===== src/hdl/stq_pkg.sv =====
// stq_pkg: types, constants and helpers for the sorted timer queue
// used by every module of the block; no dependencies
`timescale 1ns / 1ps
`default_nettype none

package stq_pkg;

    localparam int CAPACITY = 32;
    localparam int IDX_W    = $clog2(CAPACITY);
    localparam int CNT_W    = $clog2(CAPACITY + 1);
    localparam int TIME_W   = 48;
    localparam int IVAL_W   = 32;
    localparam int ID_W     = 16;
    localparam int MIN_W    = 20;

    localparam logic [MIN_W-1:0] MIN_DELAY_RESET = MIN_W'(100);

    localparam logic CMD_ADD  = 1'b0;
    localparam logic CMD_TICK = 1'b1;

    localparam logic [1:0] KIND_ADD_ACK   = 2'd0;
    localparam logic [1:0] KIND_FIRED     = 2'd1;
    localparam logic [1:0] KIND_TICK_DONE = 2'd2;

    typedef struct packed {
        logic              command;
        logic [ID_W-1:0]   timer_id;
        logic [TIME_W-1:0] expiration;
        logic [IVAL_W-1:0] interval_us;
        logic [TIME_W-1:0] now_us;
    } t_in_item;

    typedef struct packed {
        logic [1:0]        kind;
        logic [ID_W-1:0]   fired_id;
        logic              is_earliest;
        logic              arm_valid;
        logic [TIME_W-1:0] arm_delay;
        logic              queue_empty;
        logic              overflow;
        logic              last;
    } t_out_item;

    typedef struct packed {
        logic [TIME_W-1:0] exp;
        logic [IVAL_W-1:0] ival;
        logic [ID_W-1:0]   id;
    } t_entry;

    typedef struct packed {
        logic             re;
        logic [IDX_W-1:0] raddr;
        logic             we;
        logic [IDX_W-1:0] waddr;
        t_entry           wdata;
    } t_mem_req;

    typedef enum logic {
        ALU_SUB,
        ALU_ADD_SAT
    } t_alu_op;

    typedef struct packed {
        t_alu_op           op;
        logic [TIME_W-1:0] a;
        logic [TIME_W-1:0] b;
    } t_alu_req;

    typedef struct packed {
        logic [TIME_W-1:0] res;
        logic              borrow;
    } t_alu_rsp;

    typedef struct packed {
        logic      valid;
        t_out_item item;
    } t_emit;

    typedef enum logic [3:0] {
        S_IDLE,
        S_INS_START,
        S_INS_SCAN,
        S_INS_PUT,
        S_TK_START,
        S_TK_CHK,
        S_TK_POP,
        S_TK_RE,
        S_TK_RE_D,
        S_TK_ARM,
        S_ARM_SUB,
        S_ARM_MIN,
        S_FINAL
    } t_state;

    // circular slot of queue position off counted from head
    function automatic logic [IDX_W-1:0] slot_of(input logic [IDX_W-1:0] head,
                                                 input logic [CNT_W-1:0] off);
        logic [CNT_W:0] s;
        s = (CNT_W+1)'(head) + (CNT_W+1)'(off);
        if (s >= (CNT_W+1)'(CAPACITY)) begin
            s = s - (CNT_W+1)'(CAPACITY);
        end
        return s[IDX_W-1:0];
    endfunction

endpackage

`default_nettype wire


===== src/hdl/stq_alu.sv =====
// stq_alu: shared 48-bit add / subtract unit with saturation and borrow
// depends on stq_pkg
`timescale 1ns / 1ps
`default_nettype none

module stq_alu import stq_pkg::*; (
    input  t_alu_req i_req,
    output t_alu_rsp o_rsp
);

    logic              sub;
    logic [TIME_W-1:0] b_in;
    logic [TIME_W:0]   sum;

    assign sub  = (i_req.op == ALU_SUB);
    assign b_in = sub ? ~i_req.b : i_req.b;
    assign sum  = {1'b0, i_req.a} + {1'b0, b_in} + (TIME_W+1)'(sub);

    always_comb begin
        o_rsp.borrow = sub & ~sum[TIME_W];
        if (!sub && sum[TIME_W]) begin
            o_rsp.res = {TIME_W{1'b1}};
        end else begin
            o_rsp.res = sum[TIME_W-1:0];
        end
    end

endmodule

`default_nettype wire


===== src/hdl/stq_store.sv =====
// stq_store: timer entry memory, one write and one registered read per cycle
// depends on stq_pkg
`timescale 1ns / 1ps
`default_nettype none

module stq_store import stq_pkg::*; (
    input  logic     i_clk,
    input  t_mem_req i_req,
    output t_entry   o_rdata
);

    t_entry r_mem [CAPACITY];
    t_entry r_rdata;

    always_ff @(posedge i_clk) begin
        if (i_req.we) begin
            r_mem[i_req.waddr] <= i_req.wdata;
        end
        if (i_req.re) begin
            r_rdata <= r_mem[i_req.raddr];
        end
    end

    assign o_rdata = r_rdata;

endmodule

`default_nettype wire


===== src/hdl/stq_ctrl.sv =====
// stq_ctrl: sequencer for sorted insert, expiry scan, reinsertion and arm delay
// depends on stq_pkg; drives stq_store and stq_alu
`timescale 1ns / 1ps
`default_nettype none

module stq_ctrl import stq_pkg::*; (
    input  logic             i_clk,
    input  logic             i_rst_n,
    input  logic             i_in_valid,
    input  t_in_item         i_item,
    output logic             o_in_ready,
    input  logic             i_cfg_we,
    input  logic [MIN_W-1:0] i_cfg_data,
    input  logic             i_out_free,
    output t_emit            o_emit,
    output t_mem_req         o_mem,
    input  t_entry           i_rdata,
    output t_alu_req         o_alu,
    input  t_alu_rsp         i_alu
);

    t_state            r_state, n_state;
    logic              r_cmd, n_cmd;
    t_entry            r_x, n_x;
    logic [TIME_W-1:0] r_now, n_now;
    logic [IDX_W-1:0]  r_head, n_head;
    logic [CNT_W-1:0]  r_count, n_count;
    logic [CNT_W-1:0]  r_nf, n_nf;
    logic [CNT_W-1:0]  r_i, n_i;
    logic [IDX_W-1:0]  r_j, n_j;
    logic              r_early, n_early;
    logic              r_ovf, n_ovf;
    logic [TIME_W-1:0] r_delay, n_delay;
    logic [MIN_W-1:0]  r_min, n_min;

    logic             more_to_scan;
    logic             queue_full;
    logic [CNT_W-1:0] j_next;
    t_state           ins_exit_early, ins_exit_late;

    assign j_next       = CNT_W'(r_j) + CNT_W'(1);
    assign more_to_scan = (j_next < r_count);
    assign queue_full   = (r_count == CNT_W'(CAPACITY));
    assign ins_exit_early = (r_cmd == CMD_TICK) ? S_TK_RE : S_ARM_SUB;
    assign ins_exit_late  = (r_cmd == CMD_TICK) ? S_TK_RE : S_FINAL;

    // next state
    always_comb begin
        n_state = r_state;
        case (r_state)
            S_IDLE: begin
                if (i_in_valid) begin
                    if (i_item.command == CMD_TICK) begin
                        n_state = S_TK_START;
                    end else if (queue_full) begin
                        n_state = S_FINAL;
                    end else begin
                        n_state = S_INS_START;
                    end
                end
            end
            S_INS_START: n_state = (r_count == '0) ? ins_exit_early : S_INS_SCAN;
            S_INS_SCAN: begin
                if (i_alu.borrow) begin
                    n_state = (r_j == '0) ? S_INS_PUT : S_INS_SCAN;
                end else begin
                    n_state = ins_exit_late;
                end
            end
            S_INS_PUT:  n_state = ins_exit_early;
            S_TK_START: n_state = (r_count == '0) ? S_TK_ARM : S_TK_CHK;
            S_TK_CHK: begin
                if (!i_alu.borrow) begin
                    n_state = S_TK_POP;
                end else if (i_out_free && !more_to_scan) begin
                    n_state = S_TK_POP;
                end
            end
            S_TK_POP:  n_state = S_TK_RE;
            S_TK_RE:   n_state = (r_i == r_nf) ? S_TK_ARM : S_TK_RE_D;
            S_TK_RE_D: n_state = (i_rdata.ival == '0) ? S_TK_RE : S_INS_START;
            S_TK_ARM:  n_state = (r_count == '0) ? S_FINAL : S_ARM_SUB;
            S_ARM_SUB: n_state = S_ARM_MIN;
            S_ARM_MIN: n_state = S_FINAL;
            S_FINAL:   n_state = i_out_free ? S_IDLE : S_FINAL;
            default:   n_state = S_IDLE;
        endcase
    end

    // datapath and outputs
    always_comb begin
        n_cmd   = r_cmd;
        n_x     = r_x;
        n_now   = r_now;
        n_head  = r_head;
        n_count = r_count;
        n_nf    = r_nf;
        n_i     = r_i;
        n_j     = r_j;
        n_early = r_early;
        n_ovf   = r_ovf;
        n_delay = r_delay;
        n_min   = i_cfg_we ? i_cfg_data : r_min;

        o_in_ready = (r_state == S_IDLE);
        o_mem      = '0;
        o_alu.op   = ALU_SUB;
        o_alu.a    = '0;
        o_alu.b    = '0;
        o_emit     = '0;

        case (r_state)
            S_IDLE: begin
                if (i_in_valid) begin
                    n_cmd    = i_item.command;
                    n_x.exp  = i_item.expiration;
                    n_x.ival = i_item.interval_us;
                    n_x.id   = i_item.timer_id;
                    n_now    = i_item.now_us;
                    n_nf     = '0;
                    n_early  = 1'b0;
                    n_ovf    = (i_item.command == CMD_ADD) && queue_full;
                end
            end
            S_INS_START: begin
                if (r_count == '0) begin
                    o_mem.we    = 1'b1;
                    o_mem.waddr = r_head;
                    o_mem.wdata = r_x;
                    n_count     = r_count + CNT_W'(1);
                    n_early     = 1'b1;
                    if (r_cmd == CMD_TICK) begin
                        n_i = r_i + CNT_W'(1);
                    end
                end else begin
                    o_mem.re    = 1'b1;
                    o_mem.raddr = slot_of(r_head, r_count - CNT_W'(1));
                    n_j         = IDX_W'(r_count - CNT_W'(1));
                end
            end
            S_INS_SCAN: begin
                o_alu.a     = r_x.exp;
                o_alu.b     = i_rdata.exp;
                o_mem.we    = 1'b1;
                o_mem.waddr = slot_of(r_head, j_next);
                if (i_alu.borrow) begin
                    o_mem.wdata = i_rdata;
                    if (r_j != '0) begin
                        o_mem.re    = 1'b1;
                        o_mem.raddr = slot_of(r_head, CNT_W'(r_j) - CNT_W'(1));
                        n_j         = r_j - IDX_W'(1);
                    end
                end else begin
                    o_mem.wdata = r_x;
                    n_count     = r_count + CNT_W'(1);
                    n_early     = 1'b0;
                    if (r_cmd == CMD_TICK) begin
                        n_i = r_i + CNT_W'(1);
                    end
                end
            end
            S_INS_PUT: begin
                o_mem.we    = 1'b1;
                o_mem.waddr = r_head;
                o_mem.wdata = r_x;
                n_count     = r_count + CNT_W'(1);
                n_early     = 1'b1;
                if (r_cmd == CMD_TICK) begin
                    n_i = r_i + CNT_W'(1);
                end
            end
            S_TK_START: begin
                if (r_count != '0) begin
                    o_mem.re    = 1'b1;
                    o_mem.raddr = r_head;
                    n_j         = '0;
                end
            end
            S_TK_CHK: begin
                o_alu.a = i_rdata.exp;
                o_alu.b = r_now;
                if (i_alu.borrow) begin
                    o_emit.valid         = 1'b1;
                    o_emit.item.kind     = KIND_FIRED;
                    o_emit.item.fired_id = i_rdata.id;
                    if (i_out_free) begin
                        n_nf = r_nf + CNT_W'(1);
                        if (more_to_scan) begin
                            o_mem.re    = 1'b1;
                            o_mem.raddr = slot_of(r_head, j_next);
                            n_j         = r_j + IDX_W'(1);
                        end
                    end
                end
            end
            S_TK_POP: begin
                n_head  = slot_of(r_head, r_nf);
                n_count = r_count - r_nf;
                n_i     = '0;
            end
            S_TK_RE: begin
                if (r_i != r_nf) begin
                    o_mem.re    = 1'b1;
                    o_mem.raddr = slot_of(r_head, CNT_W'(CAPACITY) - r_nf + r_i);
                end
            end
            S_TK_RE_D: begin
                o_alu.op = ALU_ADD_SAT;
                o_alu.a  = r_now;
                o_alu.b  = TIME_W'(i_rdata.ival);
                if (i_rdata.ival == '0) begin
                    n_i = r_i + CNT_W'(1);
                end else begin
                    n_x.exp  = i_alu.res;
                    n_x.ival = i_rdata.ival;
                    n_x.id   = i_rdata.id;
                end
            end
            S_TK_ARM: begin
                if (r_count != '0) begin
                    o_mem.re    = 1'b1;
                    o_mem.raddr = r_head;
                end
            end
            S_ARM_SUB: begin
                o_alu.a = (r_cmd == CMD_TICK) ? i_rdata.exp : r_x.exp;
                o_alu.b = r_now;
                n_delay = i_alu.borrow ? '0 : i_alu.res;
            end
            S_ARM_MIN: begin
                o_alu.a = r_delay;
                o_alu.b = TIME_W'(r_min);
                if (i_alu.borrow) begin
                    n_delay = TIME_W'(r_min);
                end
            end
            S_FINAL: begin
                o_emit.valid = 1'b1;
                o_emit.item.last = 1'b1;
                if (r_cmd == CMD_TICK) begin
                    o_emit.item.kind        = KIND_TICK_DONE;
                    o_emit.item.arm_valid   = (r_count != '0);
                    o_emit.item.arm_delay   = (r_count != '0) ? r_delay : '0;
                    o_emit.item.queue_empty = (r_count == '0);
                end else begin
                    o_emit.item.kind        = KIND_ADD_ACK;
                    o_emit.item.is_earliest = r_early;
                    o_emit.item.arm_valid   = r_early;
                    o_emit.item.arm_delay   = r_early ? r_delay : '0;
                    o_emit.item.overflow    = r_ovf;
                end
            end
            default: begin
            end
        endcase
    end

    always_ff @(posedge i_clk) begin
        if (!i_rst_n) begin
            r_state <= S_IDLE;
            r_head  <= '0;
            r_count <= '0;
            r_min   <= MIN_DELAY_RESET;
        end else begin
            r_state <= n_state;
            r_head  <= n_head;
            r_count <= n_count;
            r_min   <= n_min;
        end
    end

    always_ff @(posedge i_clk) begin
        r_cmd   <= n_cmd;
        r_x     <= n_x;
        r_now   <= n_now;
        r_nf    <= n_nf;
        r_i     <= n_i;
        r_j     <= n_j;
        r_early <= n_early;
        r_ovf   <= n_ovf;
        r_delay <= n_delay;
    end

    a_count_bound: assert property (@(posedge i_clk) disable iff (!i_rst_n)
        r_count <= CNT_W'(CAPACITY))
        else $error("timer count above capacity");

    a_write_not_full: assert property (@(posedge i_clk) disable iff (!i_rst_n)
        o_mem.we |-> !queue_full)
        else $error("entry write while queue full");

    a_emit_states: assert property (@(posedge i_clk) disable iff (!i_rst_n)
        o_emit.valid |-> (r_state == S_TK_CHK || r_state == S_FINAL))
        else $error("item emitted outside scan or final state");

    a_scan_tracks_fired: assert property (@(posedge i_clk) disable iff (!i_rst_n)
        (r_state == S_TK_CHK) |-> (r_nf == CNT_W'(r_j)))
        else $error("fired count out of step with scan index");

    a_leave_idle: assert property (@(posedge i_clk) disable iff (!i_rst_n)
        (r_state == S_IDLE && i_in_valid) |=> (r_state != S_IDLE))
        else $error("accepted item did not start work");

endmodule

`default_nettype wire


===== src/hdl/sorted_timer_queue.sv =====
// sorted_timer_queue: top level of the sorted timer queue with result register
// depends on stq_pkg, stq_alu, stq_store, stq_ctrl
//
//   channel   dir   handshake                 payload
//   in        in    i_in_valid / o_in_ready   i_in_item  (t_in_item)
//   out       out   o_out_valid / i_out_ready o_out_item (t_out_item)
//   cfg       in    i_cfg_we                  i_cfg_data (min_arm_delay)
//
// add: overflow ack if full; else written as head into an empty queue or placed by a
//   scan on the one read port, plus head put and arm delay when it becomes the head
// tick: on an empty queue only the done item, else expiry scan, pop, and the insert
//   scan of each repeating fired timer; every compare and add goes through the one alu
// reset clears state, count, head, min_arm_delay and the result valid flag only
// a stalled result stalls the sequencer; o_in_ready is high only when idle
`timescale 1ns / 1ps
`default_nettype none

module sorted_timer_queue import stq_pkg::*; (
    input  logic             i_clk,
    input  logic             i_rst_n,
    input  logic             i_in_valid,
    output logic             o_in_ready,
    input  t_in_item         i_in_item,
    output logic             o_out_valid,
    input  logic             i_out_ready,
    output t_out_item        o_out_item,
    input  logic             i_cfg_we,
    input  logic [MIN_W-1:0] i_cfg_data
);

    t_emit     emit;
    t_mem_req  mem_req;
    t_entry    rdata;
    t_alu_req  alu_req;
    t_alu_rsp  alu_rsp;
    logic      out_free;
    logic      r_out_valid, n_out_valid;
    t_out_item r_out_item;

    stq_ctrl u_ctrl (
        .i_clk      (i_clk),
        .i_rst_n    (i_rst_n),
        .i_in_valid (i_in_valid),
        .i_item     (i_in_item),
        .o_in_ready (o_in_ready),
        .i_cfg_we   (i_cfg_we),
        .i_cfg_data (i_cfg_data),
        .i_out_free (out_free),
        .o_emit     (emit),
        .o_mem      (mem_req),
        .i_rdata    (rdata),
        .o_alu      (alu_req),
        .i_alu      (alu_rsp)
    );

    stq_store u_store (
        .i_clk   (i_clk),
        .i_req   (mem_req),
        .o_rdata (rdata)
    );

    stq_alu u_alu (
        .i_req (alu_req),
        .o_rsp (alu_rsp)
    );

    assign out_free = !r_out_valid || i_out_ready;

    always_comb begin
        n_out_valid = r_out_valid;
        if (emit.valid && out_free) begin
            n_out_valid = 1'b1;
        end else if (i_out_ready) begin
            n_out_valid = 1'b0;
        end
    end

    always_ff @(posedge i_clk) begin
        if (!i_rst_n) begin
            r_out_valid <= 1'b0;
        end else begin
            r_out_valid <= n_out_valid;
        end
    end

    always_ff @(posedge i_clk) begin
        if (emit.valid && out_free) begin
            r_out_item <= emit.item;
        end
    end

    assign o_out_valid = r_out_valid;
    assign o_out_item  = r_out_item;

endmodule

`default_nettype wire

===== config.mk =====
export PLATFORM = sky130hd
export DESIGN_NAME = sorted_timer_queue
export DESIGN_NICKNAME = d
export VERILOG_FILES = /design/src/hdl/stq_pkg.sv /design/src/hdl/stq_alu.sv /design/src/hdl/stq_store.sv /design/src/hdl/stq_ctrl.sv /design/src/hdl/sorted_timer_queue.sv
export SDC_FILE = /design/constraint.sdc
export NUM_CORES = 2
export LEC_CHECK = 0
export BUFFER_PORTS_ARGS = -buffer_cell sky130_fd_sc_hd__buf_2
export CORE_MARGIN = 4
export CORE_UTILIZATION = 30
export DETAILED_ROUTE_END_ITERATION = 8
export HOLD_SLACK_MARGIN = 0.15
export SLEW_MARGIN = 20
export SYNTH_ARGS = -nofsm -noshare
export SYNTH_HDL_FRONTEND = slang
export SYNTH_SLANG_ARGS = --single-unit

===== constraint.sdc =====
create_clock -name i_clk -period 26.8 [get_ports i_clk]
set_clock_uncertainty 0.1 [all_clocks]
set_input_delay 5.36 -clock i_clk [delete_from_list [all_inputs] [get_ports i_clk]]
set_output_delay 5.36 -clock i_clk [all_outputs]
set_load 0.005 [all_outputs]

## Yosys cells after proc, flatten, opt, wreduce, memory -nomap -nowiden

Memory sizes are Yosys's and may differ from the RTL's. A register that Yosys moved wholly into a read port is not among the register bits.
Index checks and enable logic that the tools add are counted.

| storage, ports and cells | value |
|---|---|
| memories | 1 |
| logic and storage cells | 202 |
| input bits | 170 |
| output and inout bits | 73 |
| register bits after elaboration | 319 |
| bits in writable memories | 3072 |

| cells by class | value |
|---|---|
| reductions and logical operators | 34 |
| $add $sub $neg | 23 |
| bitwise gates (word level) | 6 |
| muxes and demuxes | 79 |
| $lt $le $gt $ge | 6 |
| equal/unequal tests | 29 |

Memories:

| name | words | width | read ports | clocked after Yosys merged registers in | write ports | RTL line | RTL |
|---|---|---|---|---|---|---|---|
| u_store.r_mem | 32 | 96 | 1 | 1 | 1 | stq_store.sv:12 | `t_entry r_mem [CAPACITY];` |

Operators with widths:

| kind | number |
|---|---|
| $pmux W96 S5 | 1 |
| $mux W48 | 7 |
| $pmux W102 S3 | 1 |
| $mux W96 | 3 |
| $pmux W96 S2 | 1 |
| $mux W102 | 1 |
| $mux W6 | 17 |
| $pmux W48 S2 | 1 |
| $mux W5 | 12 |
| $pmux W6 S5 | 2 |
| $pmux W4 S13 | 1 |
| $add A48 B48 Y49 | 1 |
| $add A49 B1 Y49 | 1 |
| $mux W49 | 1 |
| $not A48 Y48 | 1 |
| $mux W4 | 11 |
| $add A5 B6 Y7 | 5 |
| $ge A7 B6 Y1 const B | 5 |
| $logic_not A32 Y1 | 1 |
| $sub A5 B1 Y5 const B | 6 |
| $pmux W6 S4 | 1 |
| $eq A4 B4 Y1 const B | 5 |
| $pmux W5 S4 | 1 |
| $mux W19 | 1 |
| 41 further kinds | 90 |

## Longest topological paths before layout

| depth | value |
|---|---|
| word-level depth | 12 |
| depth in mapped cells | 26 |
| mapped depth without buffers | 18 |

## Hierarchy

Synthesis repeated with hierarchy kept, for this count alone.

| unflattened totals | value |
|---|---|
| cells, all modules | 7803 |
| area, all modules | 140215.7 um2 |

By module, submodules not included:

| module | area each (um2) | cells each | seq. area each (um2) | instances |
|---|---|---|---|---|
| stq_store | 119453.3 | 5604 | 95131.2 | 1 |
| stq_ctrl | 14886.8 | 1561 | 7066.8 | 1 |
| stq_alu | 3686.0 | 562 | 0.0 | 1 |
| sorted_timer_queue | 2189.6 | 76 | 2152.1 | 1 |

## Worst setup path after synthesis

No wires, ideal clock.

| timing | value |
|---|---|
| path type | in2reg |
| start | input i_out_ready |
| end | register, netlist name u_store.o_rdata[0] |
| required time | 26.017 ns |
| arrival | 12.582 ns |
| stages on the path | 5 |
| setup time | 0.683 ns |
| path slack | 13.435 ns |
| path buffers | 1 |
| cells stage by stage | nor2b_1 > buf_1 > nor2_1 > a21oi_1 > o21ai_0 |

RTL lines:

| item | RTL line | RTL |
|---|---|---|
| start: declaration | sorted_timer_queue.sv:25 | `input logic i_out_ready,` |

## Final worst setup path

| timing | value |
|---|---|
| start | input i_out_ready |
| end | register, netlist name u_store.o_rdata[12] |

| between the ends | value |
|---|---|
| cells in the longest elaborated chain, start to end | 4 |

RTL lines:

| item | RTL line | RTL |
|---|---|---|
| $logic_or A1 B1 Y1 | sorted_timer_queue.sv:67 | `assign out_free = !r_out_valid \|\| i_out_ready;` |
| $mux W6 | stq_ctrl.sv:186 | `if (i_out_free) begin` |
| $mux W6 | stq_ctrl.sv:182 | `if (i_alu.borrow) begin` |
| $pmux W6 S5 | stq_ctrl.sv:112 | `case (r_state)` |

No other way between the ends.
A chain may end at the register's enable or synchronous reset.

==> flow_metrics.tcl <==
set metrics [dict create \
    critical_path_arrival_ns 11.49 \
    cp-end-kind "register" \
    ff_latch_area_mm2 0.1044 \
    synth_cell_types 81 \
    met1_usage 0.2500 \
    netlist_area_mm2 0.1403 \
    drc 0 \
    finalPower_mw 20.14 \
    grt_pass1_vias 82530 \
    outcome "finished clean" \
    num_rows 250 \
    worst_slack_ns 15.79 \
    critical_path.top_delay_family "buffers and inverters" \
    cts_resized 0 \
    cts_tree "done" \
    io_buffer_count 242 \
    multiInputGateArea_mm2 0.03364 \
    syn_area_per_cell_um2 15.64 \
    worstPathMaxFanout 46 \
    crit_top_cell "buf_4" \
    max_freq_mhz 90.84 \
    finalWeightedCongestion 0.8558 \
    synth_top_area_frac 0.7388 \
    synth-edff-count 3451 \
    synthArstFlopShare 0 \
    whs_endpoint "u_ctrl.r_min[6]" \
    overflow 0 \
    holdCritStartpoint "u_ctrl.r_min[6]" \
    hold_ws_ns 0.3864 \
    netlist_top_cells_count "3,451 x edfxtp_1, 1,366 x nand2_1, 975 x a21oi_1, 432 x clkbuf_1, 282 x a22oi_1" \
    grt_busiest_layer "met2" \
    seqPwrFrac 0.385 \
    netlist_instances 8966 \
    synth.most_common_cell "edfxtp_1" \
    share_comb_of_total_power 0.377 \
    p_int_mw 12.34 \
    r2r_slack_ns 16.03 \
    crit_type "primary input to register" \
    maxCapViolCount 0 \
    dp_cells 14970 \
    dp_worst_setup_slack_ns 14.80 \
    clock_latency_ns 0.91 \
    tns_ns 0 \
    critical-path-max-stage-delay_ns 0.74 \
    crit_chain "buf_2 -> nor2b_1 -> buf_4 -> nor2_1 -> a21oi_1 -> nor3_2 -> a21oi_4 -> buf_4 -> buf_4 -> buf_4 -> buf_4 -> mux4_2 -> a2111oi_0 -> o22ai_1" \
    layout-drive-gt1-share 0.1378 \
    cts.path.max_buffers 4 \
    die_h_um 691.8 \
    start_util 0.3017 \
    cts_max_level 5 \
    met2_usage 0.2990 \
    final_area_mm2 0.1600 \
    yosysWarningCount 0 \
    cts.clk_slew.worst_paths_ns 0.06 \
    routed_wl_mm 469.3 \
    nets 9411 \
    r2r_cells 22 \
    postLayoutCoreUtil 0.3441 \
    setup_violations 0 \
    synth_ff_type "edfxtp_1" \
    critPathSlowestCell "a21oi_4" \
    rsz0062_at_grt "false" \
    synth.largest_area_cell "edfxtp_1" \
    synth_nets 9235 \
    viasPerCell 5.607 \
    grt_max_degree 130 \
    grt_antenna_before_repair 31 \
    yosys-top-cells-area "edfxtp_1 74%, mux4_2 4.4%, nand2_1 3.7%" \
    worstHoldPathCells 2 \
    pin_count 243 \
    cts_setup_buffers 0 \
    fin_crit_ns 11.01 \
    switching_share 0.3873 \
    syn_to_final_growth_pct 14.04 \
    fillers 44240 \
    crit_buf_inv 6 \
    numCtsBuffers 344 \
    layout.cells.non_filler 15600 \
    cts_hold_buf 0 \
    ir_drop_mv 0.2187 \
    drt-pass1-iter-count 7 \
    use_met3 0.03598 \
    placed_cell_area_mm2 0.1489 \
    period_share 0.4108 \
    grt_first_pass_wirelength_mm 650.1 \
    synth_seq_cells 3487 \
    leakage_nw 52.63 \
    slew_headroom 0.1445 \
    tightest_slew_ns 1.283 \
    cts_sinks 3487 \
    ctsRootBufferMaster "clkbuf_16" \
    vias 87460 \
    cp-start-kind "primary input" \
    grt_use_total 0.1878 \
    die-area_mm2 0.4785 \
    crit_required_ns 27.29 \
    die_x_um 691.8 \
    seq_area_frac_synth 0.7440 \
    routedWlPerCell_um 30.09 \
    worstReg2RegStart "u_ctrl.r_state[2]" \
    antenna_left 0 \
    hpwl_mm 253.6 \
    report.final.slew_viol_count 0 \
    core_mm2 0.4648 \
    hold_viol_final 0 \
    hold_class "register to register" \
    power.density_mw_per_mm2 125.9 \
    p_sw_mw 7.800 \
    r2r_end "u_store.o_rdata[12]" \
    first_iter_violations 12130 \
    power.share.clock 0.237 \
]
## worst max-delay path by stage
| stage | start | end | slack, ns | cells after the start |
|---|---|---|---|---|
| global placement | i_out_ready | u_store.o_rdata[20] | 14.86 | 14 |
| detailed placement | i_out_ready | u_store.o_rdata[12] | 14.80 | 14 |
| floorplan | i_out_ready | u_store.o_rdata[0] | 13.44 | 5 |
| global route | i_out_ready | u_store.o_rdata[20] | 15.44 | 14 |
| CTS | i_out_ready | u_store.o_rdata[20] | 15.74 | 14 |
| finish | i_out_ready | u_store.o_rdata[12] | 15.79 | 14 |
## logic make-up after synthesis
| kind of cell | Yosys count | share of synthesized area |
|---|---|---|
| flip-flops | 3487 | 0.7440 |
| AO/OA/AOI/OAI | 2341 | 0.1107 |
| AND/OR/NAND/NOR | 1792 | 0.05225 |
| buffers and inverters | 686 | 0.02016 |
| multiplexers | 470 | 0.05781 |
| adder cells (fa/ha/maj) | 100 | 0.009331 |
| XOR/XNOR | 90 | 0.005727 |
## sequential cells by signal (all words and copies together), names as in the netlist, 4 cells and up
name	cells
u_ctrl.r_x	96
u_store.r_mem	3072
u_store.o_rdata	96
u_ctrl.r_head	5
o_out_item	71
u_ctrl.r_state	4
u_ctrl.r_count	6
u_ctrl.r_nf	6
u_ctrl.r_min	20
u_ctrl.r_delay	48
u_ctrl.r_i	6
u_ctrl.r_now	48
u_ctrl.r_j	5
## per-layer routing
| layer | wire length [um] | vias to the layer above |
|---|---|---|
| li1 | - | 35850 |
| met1 | 180700 | 45240 |
| met2 | 216200 | 5326 |
| met3 | 49230 | 1032 |
| met4 | 23150 | 12 |
| met5 | 78 | - |
## worst register-to-register path, stage by stage, from the launching register on
cell and delay [ns]:
dfxtp_1 0.90, nor4bb_1 0.46, inv_1 0.43, o21ai_4 0.40, buf_4 0.68, a221oi_1 0.23
nand2_1 0.19, nand2_1 0.23, ha_1 0.52, o211ai_1 0.15, o21ai_1 0.21, a311o_1 0.20
buf_4 0.21, o21a_1 0.40, a32oi_4 0.27, a21oi_4 0.85, buf_4 0.73, buf_4 0.69
buf_4 0.75, buf_4 0.62, mux4_2 0.57, a2111oi_0 0.53, o22ai_1 0.16
## power groups by stage
stage	Clock, mW	Combinational [mW]	Sequential (mW)
4_1_cts	4.84	7.45	7.76
5_1_grt	5.06	8.03	7.78
6_report	4.78	7.60	7.76
2_1_floorplan	0	4.59	7.73
3_5_place_dp	0	7.41	7.87
3_3_place_gp	0	7.35	7.87
## cell usage in the layout, fill, tap and decap left out, drive strengths merged, types with 53 or more instances in the layout
master,Yosys,final
mux2i,198,198
a2111oi,83,83
clkbuf,432,419
a22oi,282,282
o21ai,112,112
nor2,187,187
clkinv,0,150
a21oi,976,976
buf,192,454
mux4,272,272
nand2,1366,1366
edfxtp,3451,3451
ha,91,91
a211oi,109,109
inv,62,74
a221oi,272,272
and2,77,77
o22ai,166,166
a22o,104,104
xnor2,53,53
## area by class of cell
type / count / share of cell area
repair buffers: 454 / 0.01898
inverters: 62 / 0.001463
multi-input cells: 4793 / 0.2103
well taps: 6174 / 0.04830
clock buffers: 419 / 0.05684
flip-flops and latches: 3487 / 0.6524
diodes: 11 / 0.0001721
clock inverters: 200 / 0.01157
(Power assumes the default switching activity.)
